`config.mk`:
```
export PLATFORM = sky130hd
export DESIGN_NAME = eased_interval_tween_core
export DESIGN_NICKNAME = d
export VERILOG_FILES = /design/src/sv/eit_pkg.sv /design/src/sv/eased_interval_tween_core.sv /design/src/sv/eit_regs.sv /design/src/sv/eit_divider.sv /design/src/sv/eit_mul.sv
export VERILOG_INCLUDE_DIRS = /design/src /design/src/sv
export SDC_FILE = /design/constraint.sdc
export NUM_CORES = 2
export LEC_CHECK = 0
export BUFFER_PORTS_ARGS = -buffer_cell sky130_fd_sc_hd__buf_4
export CAP_MARGIN = 5
export CORE_MARGIN = 1
export CORE_UTILIZATION = 59
export DETAILED_ROUTE_END_ITERATION = 10
export GPL_TIMING_DRIVEN = 0
export PLACE_DENSITY = 0.78
export SYNTH_ARGS = -nofsm -noshare
export SYNTH_HDL_FRONTEND = slang
export SYNTH_HIERARCHICAL = 1
export SYNTH_SLANG_ARGS = --single-unit
```
`constraint.sdc`:
```
create_clock -name clk -period 8.85 [get_ports clk]
set_input_delay 0.4425 -clock clk [delete_from_list [all_inputs] [get_ports clk]]
set_output_delay 0.4425 -clock clk [all_outputs]
set_load 0.005 [all_outputs]
```
`src/sv/eased_interval_tween_core_assert.svh`:
```
// ----------------------------------------------------------------------------
// Eased interval tween assertion macros
// Shared concurrent assertion forms, clocked on clk and disabled in reset.
// ----------------------------------------------------------------------------
`ifndef EASED_INTERVAL_TWEEN_CORE_ASSERT_SVH
`define EASED_INTERVAL_TWEEN_CORE_ASSERT_SVH

// The consequent must hold in the same cycle as the antecedent.
`define EIT_ASSERT_SAME(label, ante, cons, msg) \
    label: assert property (@(posedge clk) disable iff (!rst_n) (ante) |-> (cons)) \
        else $error(msg);

// The consequent must hold in the cycle after the antecedent.
`define EIT_ASSERT_NEXT(label, ante, cons, msg) \
    label: assert property (@(posedge clk) disable iff (!rst_n) (ante) |=> (cons)) \
        else $error(msg);

`endif

```
`src/sv/eit_pkg.sv`:
```
// ----------------------------------------------------------------------------
// Eased interval tween package
// Fixed-point widths, codes and payload types shared by the tween modules.
// ----------------------------------------------------------------------------
package eit_pkg;

    // Fixed-point formats: values signed Q16.16, fraction Q1.16.
    localparam int FRAC_BITS = 16;
    localparam int VALUE_W   = 32;
    localparam int TIME_W    = 32;
    localparam int T_W       = FRAC_BITS + 1;
    localparam int SHAPE_W   = T_W + 3;
    localparam logic [T_W-1:0] FRAC_ONE = T_W'(1) << FRAC_BITS;

    // Shared multiplier operand and product widths.
    localparam int MUL_A_W = VALUE_W + 2;
    localparam int MUL_B_W = T_W;
    localparam int MUL_P_W = MUL_A_W + MUL_B_W + 1;

    // Configuration port.
    localparam int ADDR_W = 4;
    localparam int DATA_W = 32;

    typedef enum logic [1:0] {
        REG_START_VALUE = 2'd0,
        REG_STOP_VALUE  = 2'd1,
        REG_DURATION    = 2'd2,
        REG_BLEND_MODE  = 2'd3
    } reg_index_t;

    typedef enum logic [1:0] {
        MODE_LINEAR    = 2'd0,
        MODE_EASE_IN   = 2'd1,
        MODE_EASE_OUT  = 2'd2,
        MODE_EASE_BOTH = 2'd3
    } blend_mode_t;

    typedef enum logic {
        CMD_TICK  = 1'b0,
        CMD_START = 1'b1
    } command_t;

    typedef struct packed {
        logic signed [VALUE_W-1:0] start_value;
        logic signed [VALUE_W-1:0] stop_value;
        logic        [TIME_W-1:0]  duration;
        blend_mode_t               blend_mode;
    } cfg_t;

    typedef struct packed {
        command_t            command;
        logic [TIME_W-1:0]   delta_time;
    } req_t;

    typedef struct packed {
        logic signed [VALUE_W-1:0] current_value;
        logic        [T_W-1:0]     blend_fraction;
        logic                      updated;
        logic                      finished;
        logic                      running;
    } rsp_t;

endpackage

```
`src/sv/eased_interval_tween_core.sv`:
```
// ----------------------------------------------------------------------------
// Eased interval tween core
// Time-driven tween: ticks advance elapsed time, a linear or cubic-eased fraction
// blends the output from start value to stop value.
// ----------------------------------------------------------------------------
//  Channel  | Signals                                   | Direction
//  ---------+-------------------------------------------+----------
//  request  | req_valid, req_ready, req (req_t)         | in
//  response | rsp_valid, rsp_ready, rsp (rsp_t)         | out
//  config   | psel, penable, pwrite, paddr, pwdata,     | in/out
//           | prdata, pready                            |
//
//  A tick that needs a division is taken, has its elapsed time compared,
//  waits on the bit-serial divider, then steps through square, cube,
//  shape, blend and output before the next request is taken.
//  A tick whose fraction is already one skips the divider.
//  A start command or an idle tick goes straight to output.
//  Reset returns all state but the multiplier's product register to zero with the interval idle.
//  A waiting response does not block the next request; only the final
//  write of the response register waits for rsp_ready.
// ----------------------------------------------------------------------------
`include "eased_interval_tween_core_assert.svh"

module eased_interval_tween_core
    import eit_pkg::*;
(
    input  logic              clk,
    input  logic              rst_n,
    input  logic              req_valid,
    output logic              req_ready,
    input  req_t              req,
    output logic              rsp_valid,
    input  logic              rsp_ready,
    output rsp_t              rsp,
    input  logic              psel,
    input  logic              penable,
    input  logic              pwrite,
    input  logic [ADDR_W-1:0] paddr,
    input  logic [DATA_W-1:0] pwdata,
    output logic [DATA_W-1:0] prdata,
    output logic              pready
);

    typedef enum logic [2:0] {
        S_IDLE,
        S_FRAC,
        S_DIV,
        S_SQR,
        S_CUBE,
        S_SHAPE,
        S_BLEND,
        S_OUT
    } state_t;

    state_t                    state_reg;
    cfg_t                      cfg;
    logic [TIME_W-1:0]         elapsed_reg;
    logic signed [VALUE_W-1:0] level_reg;
    logic [T_W-1:0]            shaped_reg;
    logic                      active_reg;
    logic                      updated_reg;
    logic [T_W-1:0]            t_reg;
    logic [T_W-1:0]            t2_reg;
    logic                      rsp_valid_reg;
    rsp_t                      rsp_reg;

    logic                      accept;
    logic                      rsp_load;
    logic [TIME_W:0]           elapsed_sum;
    logic                      div_start;
    logic                      div_done;
    logic [FRAC_BITS-1:0]      div_quot;
    logic signed [MUL_A_W-1:0] mul_a;
    logic [MUL_B_W-1:0]        mul_b;
    logic signed [MUL_P_W-1:0] mul_p;
    logic signed [MUL_A_W-1:0] level_diff;
    logic [T_W-1:0]            mul_hi;
    logic [SHAPE_W-1:0]        three_t2;
    logic [SHAPE_W-1:0]        three_t;
    logic [SHAPE_W-1:0]        t3_ext;
    logic [SHAPE_W-1:0]        shape_raw;
    logic [T_W-1:0]            shape_clamp;

    // Configuration registers.
    eit_regs u_regs (
        .clk     (clk),
        .rst_n   (rst_n),
        .psel    (psel),
        .penable (penable),
        .pwrite  (pwrite),
        .paddr   (paddr),
        .pwdata  (pwdata),
        .prdata  (prdata),
        .pready  (pready),
        .cfg     (cfg)
    );

    // Fraction divider, started once the elapsed time is below the duration.
    assign div_start = (state_reg == S_FRAC) && (cfg.duration != '0)
                       && (elapsed_reg < cfg.duration);

    eit_divider u_div (
        .clk      (clk),
        .rst_n    (rst_n),
        .start    (div_start),
        .dividend (elapsed_reg),
        .divisor  (cfg.duration),
        .done     (div_done),
        .quotient (div_quot)
    );

    // Shared multiplier operand select: t*t, t2*t, then the blend step.
    assign level_diff = MUL_A_W'(cfg.stop_value) - MUL_A_W'(cfg.start_value);
    assign mul_hi     = mul_p[FRAC_BITS +: T_W];

    always_comb
    begin
        case (state_reg)
            S_SQR:
            begin
                mul_a = $signed({{(MUL_A_W-T_W){1'b0}}, t_reg});
                mul_b = t_reg;
            end
            S_CUBE:
            begin
                mul_a = $signed({{(MUL_A_W-T_W){1'b0}}, mul_hi});
                mul_b = t_reg;
            end
            default:
            begin
                mul_a = level_diff;
                mul_b = shaped_reg;
            end
        endcase
    end

    eit_mul u_mul (
        .clk     (clk),
        .a       (mul_a),
        .b       (mul_b),
        .product (mul_p)
    );

    // Ease curve from t, t2 and t3 (t3 is the current product), clamped to one.
    assign three_t2 = SHAPE_W'(3) * SHAPE_W'(t2_reg);
    assign three_t  = SHAPE_W'(3) * SHAPE_W'(t_reg);
    assign t3_ext   = SHAPE_W'(mul_hi);

    always_comb
    begin
        case (cfg.blend_mode)
            MODE_EASE_IN:   shape_raw = (three_t2 - t3_ext) >> 1;
            MODE_EASE_OUT:  shape_raw = (three_t - t3_ext) >> 1;
            MODE_EASE_BOTH: shape_raw = three_t2 - (t3_ext << 1);
            default:        shape_raw = SHAPE_W'(t_reg);
        endcase
    end

    assign shape_clamp = (shape_raw > SHAPE_W'(FRAC_ONE)) ? FRAC_ONE : shape_raw[T_W-1:0];

    // Saturating elapsed-time add.
    assign elapsed_sum = {1'b0, elapsed_reg} + {1'b0, req.delta_time};

    assign accept    = req_valid && req_ready;
    assign req_ready = (state_reg == S_IDLE);
    assign rsp_load  = (state_reg == S_OUT) && (!rsp_valid_reg || rsp_ready);
    assign rsp_valid = rsp_valid_reg;
    assign rsp       = rsp_reg;

    // Sequencer with the interval state and the response register.
    always_ff @(posedge clk or negedge rst_n)
    begin
        if (!rst_n)
        begin
            state_reg     <= S_IDLE;
            elapsed_reg   <= '0;
            level_reg     <= '0;
            shaped_reg    <= '0;
            active_reg    <= 1'b0;
            updated_reg   <= 1'b0;
            t_reg         <= '0;
            t2_reg        <= '0;
            rsp_valid_reg <= 1'b0;
            rsp_reg       <= '0;
        end
        else
        begin
            // The response is valid from its load until it is taken.
            if (rsp_load)
            begin
                rsp_valid_reg <= 1'b1;
            end
            else if (rsp_valid_reg && rsp_ready)
            begin
                rsp_valid_reg <= 1'b0;
            end
            case (state_reg)
                S_IDLE:
                begin
                    if (accept)
                    begin
                        updated_reg <= 1'b0;
                        if (req.command == CMD_START)
                        begin
                            elapsed_reg <= '0;
                            level_reg   <= cfg.start_value;
                            shaped_reg  <= '0;
                            active_reg  <= 1'b1;
                            state_reg   <= S_OUT;
                        end
                        else if (active_reg)
                        begin
                            elapsed_reg <= elapsed_sum[TIME_W] ? '1 : elapsed_sum[TIME_W-1:0];
                            state_reg   <= S_FRAC;
                        end
                        else
                        begin
                            state_reg <= S_OUT;
                        end
                    end
                end
                S_FRAC:
                begin
                    // Zero duration or time at or past the end gives a full fraction.
                    if (div_start)
                    begin
                        state_reg <= S_DIV;
                    end
                    else
                    begin
                        t_reg     <= FRAC_ONE;
                        state_reg <= S_SQR;
                    end
                end
                S_DIV:
                begin
                    if (div_done)
                    begin
                        t_reg     <= {1'b0, div_quot};
                        state_reg <= S_SQR;
                    end
                end
                S_SQR:
                begin
                    state_reg <= S_CUBE;
                end
                S_CUBE:
                begin
                    t2_reg    <= mul_hi;
                    state_reg <= S_SHAPE;
                end
                S_SHAPE:
                begin
                    shaped_reg <= shape_clamp;
                    state_reg  <= S_BLEND;
                end
                S_BLEND:
                begin
                    // The blend product is registered here and used in S_OUT.
                    state_reg <= S_OUT;
                    updated_reg <= 1'b1;
                end
                S_OUT:
                begin
                    if (rsp_load)
                    begin
                        state_reg <= S_IDLE;
                        if (updated_reg)
                        begin
                            // Blend step is floor(shaped * diff / one), added to start.
                            level_reg <= cfg.start_value + mul_p[FRAC_BITS +: VALUE_W];
                            rsp_reg.current_value <= cfg.start_value
                                                     + mul_p[FRAC_BITS +: VALUE_W];
                            if (t_reg[FRAC_BITS])
                            begin
                                active_reg       <= 1'b0;
                                rsp_reg.finished <= 1'b1;
                                rsp_reg.running  <= 1'b0;
                            end
                            else
                            begin
                                rsp_reg.finished <= 1'b0;
                                rsp_reg.running  <= active_reg;
                            end
                        end
                        else
                        begin
                            rsp_reg.current_value <= level_reg;
                            rsp_reg.finished      <= 1'b0;
                            rsp_reg.running       <= active_reg;
                        end
                        rsp_reg.blend_fraction <= shaped_reg;
                        rsp_reg.updated        <= updated_reg;
                    end
                end
                default:
                begin
                    state_reg <= S_IDLE;
                end
            endcase
        end
    end

    // The block is busy in the cycle after it takes a request.
    `EIT_ASSERT_NEXT(a_busy_after_accept, accept, !req_ready, "request taken while busy")

    // The shaped fraction never exceeds one.
    `EIT_ASSERT_SAME(a_fraction_bound, rsp_valid, rsp.blend_fraction <= FRAC_ONE,
                     "blend fraction above one")

    // A finishing response is an update that leaves the interval idle.
    `EIT_ASSERT_SAME(a_finish_flags, rsp_valid && rsp.finished,
                     rsp.updated && !rsp.running, "inconsistent finish flags")

    // The divider reports completion only while the sequencer waits for it.
    `EIT_ASSERT_SAME(a_div_done_state, div_done, state_reg == S_DIV,
                     "divider done outside its wait state")

endmodule

```
`src/sv/eit_regs.sv`:
```
// ----------------------------------------------------------------------------
// Eased interval tween configuration registers
// APB-style register file holding start, stop, duration and blend mode.
// ----------------------------------------------------------------------------
module eit_regs
    import eit_pkg::*;
(
    input  logic              clk,
    input  logic              rst_n,
    input  logic              psel,
    input  logic              penable,
    input  logic              pwrite,
    input  logic [ADDR_W-1:0] paddr,
    input  logic [DATA_W-1:0] pwdata,
    output logic [DATA_W-1:0] prdata,
    output logic              pready,
    output cfg_t              cfg
);

    cfg_t       cfg_reg;
    reg_index_t index;
    logic       write_en;

    assign index    = reg_index_t'(paddr[ADDR_W-1:2]);
    assign write_en = psel && penable && pwrite;
    assign pready   = 1'b1;
    assign cfg      = cfg_reg;

    // Register writes in the access phase.
    always_ff @(posedge clk or negedge rst_n)
    begin
        if (!rst_n)
        begin
            cfg_reg <= '0;
        end
        else if (write_en)
        begin
            case (index)
                REG_START_VALUE: cfg_reg.start_value <= pwdata;
                REG_STOP_VALUE:  cfg_reg.stop_value  <= pwdata;
                REG_DURATION:    cfg_reg.duration    <= pwdata;
                REG_BLEND_MODE:  cfg_reg.blend_mode  <= blend_mode_t'(pwdata[1:0]);
                default:         cfg_reg <= cfg_reg;
            endcase
        end
    end

    // Read back the addressed register.
    always_comb
    begin
        case (index)
            REG_START_VALUE: prdata = cfg_reg.start_value;
            REG_STOP_VALUE:  prdata = cfg_reg.stop_value;
            REG_DURATION:    prdata = cfg_reg.duration;
            REG_BLEND_MODE:  prdata = {{(DATA_W-2){1'b0}}, cfg_reg.blend_mode};
            default:         prdata = '0;
        endcase
    end

endmodule

```
`src/sv/eit_divider.sv`:
```
// ----------------------------------------------------------------------------
// Eased interval tween fraction divider
// Restoring divider producing one quotient bit per cycle of (e << F) / d.
// ----------------------------------------------------------------------------
module eit_divider
    import eit_pkg::*;
(
    input  logic                 clk,
    input  logic                 rst_n,
    input  logic                 start,
    input  logic [TIME_W-1:0]    dividend,
    input  logic [TIME_W-1:0]    divisor,
    output logic                 done,
    output logic [FRAC_BITS-1:0] quotient
);

    localparam int CNT_W = $clog2(FRAC_BITS);
    localparam logic [CNT_W-1:0] LAST_STEP = CNT_W'(FRAC_BITS - 1);

    logic                 running_reg;
    logic                 done_reg;
    logic [CNT_W-1:0]     count_reg;
    logic [TIME_W-1:0]    rem_reg;
    logic [FRAC_BITS-1:0] quot_reg;
    logic [TIME_W:0]      shifted;
    logic [TIME_W:0]      trial;
    logic                 fits;

    // One restoring step: the remainder stays below the divisor, so it fits.
    assign shifted = {rem_reg, 1'b0};
    assign trial   = shifted - {1'b0, divisor};
    assign fits    = shifted >= {1'b0, divisor};

    assign done     = done_reg;
    assign quotient = quot_reg;

    always_ff @(posedge clk or negedge rst_n)
    begin
        if (!rst_n)
        begin
            running_reg <= 1'b0;
            done_reg    <= 1'b0;
            count_reg   <= '0;
            rem_reg     <= '0;
            quot_reg    <= '0;
        end
        else
        begin
            done_reg <= 1'b0;
            if (start)
            begin
                running_reg <= 1'b1;
                count_reg   <= '0;
                rem_reg     <= dividend;
                quot_reg    <= '0;
            end
            else if (running_reg)
            begin
                rem_reg   <= fits ? trial[TIME_W-1:0] : shifted[TIME_W-1:0];
                quot_reg  <= {quot_reg[FRAC_BITS-2:0], fits};
                count_reg <= count_reg + 1'b1;
                if (count_reg == LAST_STEP)
                begin
                    running_reg <= 1'b0;
                    done_reg    <= 1'b1;
                end
            end
        end
    end

endmodule

```
`src/sv/eit_mul.sv`:
```
// ----------------------------------------------------------------------------
// Eased interval tween shared multiplier
// Signed by unsigned multiplier with a registered product.
// ----------------------------------------------------------------------------
module eit_mul
    import eit_pkg::*;
(
    input  logic                      clk,
    input  logic signed [MUL_A_W-1:0] a,
    input  logic        [MUL_B_W-1:0] b,
    output logic signed [MUL_P_W-1:0] product
);

    logic signed [MUL_B_W:0]  b_ext;
    logic signed [MUL_P_W-1:0] prod_reg;

    assign b_ext   = $signed({1'b0, b});
    assign product = prod_reg;

    // Product register; the sequencer selects the operands in each state.
    always_ff @(posedge clk)
    begin
        prod_reg <= a * b_ext;
    end

endmodule
```
# Word-level counts from Yosys, hierarchy flattened
# Cells that the tools add are included.
# op_classes
n_lt_le_gt_ge,3
addsub,8
n_mux,51
n_eq_ne,21
multipliers,3
shift,0
bitwise_logic,0
div_mod_pow,0
reduce_logical,32
# op_table
op,n
$mux W32,10
$pmux W32 S4,1
$mux W17,6
$pmux W17 S2,2
$pmux W34 S2,1
$pmux W32 S2,1
$pmux W20 S3,1
$mul A34 B18 Y48,1
$sub A19 B17 Y20,2
$mul A2 B17 Y19 const A,2
$add A32 B32 Y33,1
$ge A33 B32 Y1,1
$sub A32 B32 Y33,1
$add A32 B32 Y32,1
$lt A32 B32 Y1,1
$mux W16,2
$reduce_bool A32 Y1,1
$sub A32 B32 Y32,1
$pmux W3 S8,1
$gt A20 B17 Y1 const B,1
$sub A19 B18 Y20,1
$mux W1,15
$mux W3,5
$reduce_bool A2 Y1,7
other kinds (22),52
# totals
latch_bits,0
mem_count,0
regBits,373
rom_bits,0
ramBits,0
out_inout_bits,87
elab_cells,142

# Depth between registers and ports, before layout
# depth
word_depth,6
depth_mapped,37

# Cells and area by module
# The synthesis kept the hierarchy.
# by_module_without_submodules
mod,seq_area_each_um2,cells_per_inst,instances,area_each_um2
eit_mul,1041.0,2318,1,20942.6
eased_interval_tween_core,4329.2,2149,1,17433.0
eit_regs,2452.4,319,1,4454.3
eit_divider,1351.3,546,1,4410.5

# Worst setup path before layout
# No wires, ideal clock.
# synth_path
kind,register to register
from,register u_regs.cfg_reg (netlist bit u_regs/cfg[68])
to,register u_mul/product[48] (netlist name)
required_ns,8.719
stages_incl_launch_ff,35
synth_period_minus_slack_ns,8.229
path_slack_ns,0.621
setup_ns,0.131
t_arrival_ns,8.098
cell_sequence,dfrtp_1 -> inv_1 -> ha_1 -> nor2b_1 -> o21a_1 -> o21ai_0 -> a211oi_1 -> nor2b_1 -> o21bai_1 -> a21oi_1 -> xor2_1 -> o21ai_0 -> clkbuf_1 -> and2_1 -> fa_1 -> inv_1 -> fa_1 -> inv_1 -> fa_1 -> inv_1 -> fa_1 -> fa_1 -> fa_1 -> inv_1 -> ha_1 -> clkbuf_1 -> a21o_1 -> a2111o_1 -> o31a_1 -> o31a_1 -> a21oi_2 -> o211ai_1 -> a21oi_1 -> o31ai_1 -> xor2_1
# synth_rtl
item,line,rtl
from (decl),eit_regs.sv:20,cfg_t cfg_reg;
from (signal assigned),eit_regs.sv:43,default: cfg_reg <= cfg_reg;

# Worst setup path in the final report
# layout_path
from,register u_regs.cfg_reg (netlist bit u_regs/cfg[66])
to,"register u_mul.prod_reg[42], in the netlist u_mul/product[42]"
# layout_between
elab_chain_cells,3
# layout_lines
item,line,rtl
$sub A32 B32 Y33,eased_interval_tween_core.sv:113,assign level_diff = MUL_A_W'(cfg.stop_value) - MUL_A_W'(cfg.start_value);
$pmux W34 S2,eased_interval_tween_core.sv:118,case (state_reg)
via mul_a[16],eased_interval_tween_core.sv:73,logic signed [MUL_A_W-1:0] mul_a;
$mul A34 B18 Y48,eit_mul.sv:23,prod_reg <= a * b_ext;
to (signal assigned),eit_mul.sv:23,
to (decl),eit_mul.sv:15,logic signed [MUL_P_W-1:0] prod_reg;
# The timed path passes the listed nets, and every way through them passes these cells.
# A chain may end at the register's enable or synchronous reset.

==> results summary <==
The run finished with clean final reports. The number of filler cells placed in the layout is 6419. The core outline area came out at around 76000 sq um.

Data on the critical path arrives at its endpoint at between 9 and 10 ns. The wire length on met2 came out at about 65000 microns. The number of warnings printed during yosys synthesis came out at 6.

When the netlist entered floorplanning its net count stood at 6169. The root buffer cell chosen for the clock tree is sky130_fd_sc_hd__clkbuf_16. STA classifies the critical path startpoint as a flop. The detail-routed net length per standard cell came out at 22.88 microns.

The clock arrives with 0.02415 ns of skew. The placer congestion estimate came out at 1.016. The routed design has 148700 microns of wire. By startpoint and endpoint, the worst setup path is classified as flop to flop. The number of global-route vias before repair came to 39580. The achievable clock frequency came out at between 100 and 150 MHz. Buffers inserted during clock tree synthesis total 37. The sequential standard cell area is 8783 sq um. Setup repair after global routing could not meet its margin everywhere. The worst hold path class is primary input to flop. In this run the count of I/O pins placed on the die edge is 163. The TritonCTS clock tree is done.

The total congestion overflow after global routing came out at 0. The actual transition at the worst max-transition pin came out at 1.246 ns. The total global routing track utilization came out at 0.3802. The number of antenna violations at the first check in global routing came out at 5. The final critical delay including setup and external delays is 8.711 ns. The fraction of layout cells with a size suffix above 1 is 0.1091. The minimum setup slack in the final design is around 0.14 ns. The share of the clock period used by the worst path after layout is 0.9843.

The clock-pin slew on the worst setup and hold paths came out at around 0.06 ns. The uppermost metal layer occupied by signal nets is met4. The first global-routing pass estimated 227500 microns of wire.

The sink count of the clock tree is 357. The pin count of the biggest net entering global routing came out at 120. The initial detailed-routing violation count came out at a little under 4000.

The count of endpoints failing hold in the final timing report came out at 0. For the worst-skew pair, the clock arrives at the later sink with an insertion delay of between 0.5 and 0.6 ns. In the synthesized netlist, the number of instances is 5194. The average instance area after synthesis is 8.820 sq um.

The slowest stage of the critical path is the sky130_fd_sc_hd__fa_1 cell. The area occupied by multi-input gates is around 34000 sq um. The headroom to the max-slew limit is 0.1476. The starting density of the core is 0.6002. The remaining design rule violation count came out at 0. The detailed placer's ending HPWL is roughly 120000 microns. In this run the deepest clock path goes through 3 buffers. At the end of the flow, the number of nets in the layout was roughly 6400. The data required time at the worst endpoint is 9.29 ns.

In this run the vertical extent of the chip is 280.7 microns. The max-cap check violation count is 0. The first TritonRoute pass finished after 6 iterations. The H-tree was split into 2 levels. The count of buffers added on input and output ports is between 150 and 200. The max-slew violation count is 0.

The met1 routed wirelength after detailed routing is 56780 microns. In this run the worst path has a maximum fanout of 10. The delay of the slowest cell on the worst path is 0.55 ns. The detail route stage leaves a number of antenna-violating nets equal to 0. The routed via count divided by cell count came out at 6.122.

The most numerous cell type found on the critical path is sky130_fd_sc_hd__fa_1. The number of vias after detailed routing is ~40000. The register with the most flip-flops in the layout has 98 of them. The area of the mapped netlist came out at 45810 sq um.

The area growth from synthesis to layout is 10.54%. The kind of capture point of the worst setup path is a flop. The number of core rows is about 100. The area of the die came out at 78770 sq um. The count of endpoints failing setup in the final report came out at 0. From left edge to right edge, the die measures 280.7 microns. The worst slack at placement is -1.151 ns. The wire length on met3 is 16620 microns.
critical path: cells and delay by family, from the launching register on:
| family | cells | cell delay [ns] |
|---|---|---|
| and+or+nand+nor | 4 | 0.39 |
| AOI/OAI and AO/OA | 15 | 2.82 |
| adders and majority gates | 9 | 3.94 |
| buffers and inverters | 5 | 0.58 |
| xor gates and xnor gates | 2 | 0.35 |
| DFF | 1 | 0.49 |
path summary, 6_finish.rpt:
check / startpoint / end / slack, ns / cells past startpoint
worst max-delay path: u_regs/cfg[66] / u_mul/product[42] / 0.14 / 35
worst min-delay path: pwdata[27] / u_regs/cfg[61] / 0.14 / 2
worst max register to register: u_regs/cfg[66] / u_mul/product[42] / 0.14 / 35
worst min register to register: rsp[5] / rsp[5] / 0.48 / 2
max in group asynchronous: rst_n / rsp[42] / 7.23 / 3
min in group asynchronous: rst_n / t2_reg[5] / 0.48 / 2
area by class of cell:
cell class                      instances  share of cell area
Clock inverter                         20            0.004324
Buffer                                209             0.01883
Tap cell                             1030             0.02545
Timing Repair Buffer                  213             0.03335
Multi-Input combinational cell       3796              0.6632
Sequential cell                       357              0.1734
Antenna cell                            5           0.0002471
Clock buffer                           48             0.02048
Inverter                              819             0.06070
per-layer routing:
| layer | track usage | vias up |
|---|---|---|
| li1 | - | 17540 |
| met1 | 0.4928 | 19440 |
| met2 | 0.5814 | 2263 |
| met3 | 0.09560 | 534 |
| met4 | 0.2145 | 0 |
| met5 | 0 | - |
placed cells by master, fill, tap and decap left out, types with 32 or more instances in the layout:
| master | n |
|---|---|
| sky130_fd_sc_hd__a22oi_1 | 32 |
| sky130_fd_sc_hd__fa_1 | 551 |
| sky130_fd_sc_hd__buf_4 | 206 |
| sky130_fd_sc_hd__xnor2_1 | 111 |
| sky130_fd_sc_hd__nand2b_1 | 44 |
| sky130_fd_sc_hd__a211oi_1 | 35 |
| sky130_fd_sc_hd__dfrtp_1 | 317 |
| sky130_fd_sc_hd__nand3_1 | 46 |
| sky130_fd_sc_hd__mux2i_1 | 76 |
| sky130_fd_sc_hd__o21ai_0 | 211 |
| sky130_fd_sc_hd__a21oi_1 | 247 |
| sky130_fd_sc_hd__clkbuf_2 | 34 |
| sky130_fd_sc_hd__nor3_1 | 56 |
| sky130_fd_sc_hd__clkbuf_16 | 37 |
| sky130_fd_sc_hd__clkbuf_1 | 135 |
| sky130_fd_sc_hd__and2_1 | 237 |
| sky130_fd_sc_hd__nor2_1 | 184 |
| sky130_fd_sc_hd__ha_1 | 336 |
| sky130_fd_sc_hd__nor3b_1 | 33 |
| sky130_fd_sc_hd__a21o_1 | 131 |
| sky130_fd_sc_hd__dfxtp_1 | 32 |
| sky130_fd_sc_hd__o21a_1 | 38 |
| sky130_fd_sc_hd__xor2_1 | 66 |
| sky130_fd_sc_hd__o21ai_1 | 32 |
| sky130_fd_sc_hd__inv_1 | 814 |
| sky130_fd_sc_hd__mux2_2 | 84 |
| sky130_fd_sc_hd__a31oi_1 | 36 |
| sky130_fd_sc_hd__nand2_1 | 700 |
repair_timing:
action                                  in CTS  in global routing
resized for setup                          110                115
hold endpoints to repair                     1                  0
endpoints found under the setup margin      28                 20
hold buffers                                 1                  0
setup buffers                                9                 29
pin swaps                                    6                 29
stage by stage:
step / hold WS (ns) / instances / TNS (ns) / cell area, sq um / util
floorplan: 0.1469 / 5194 / 0 / 45810 / -
global placement: 0.4628 / 6381 / -51.89 / 48280 / 0.6325
detailed placement: 0.4658 / 6398 / -18.10 / 48460 / 0.6349
CTS: 0.1271 / 6474 / 0 / 50070 / 0.6560
global route: 0.1386 / 6493 / -0.4424 / 50630 / 0.6634
finish: 0.1410 / 6497 / 0 / 50640 / 0.6635
Power is left out: the tool's default activity adds up to more than one toggle a clock period on the data nets, which glitch-free logic cannot reach.
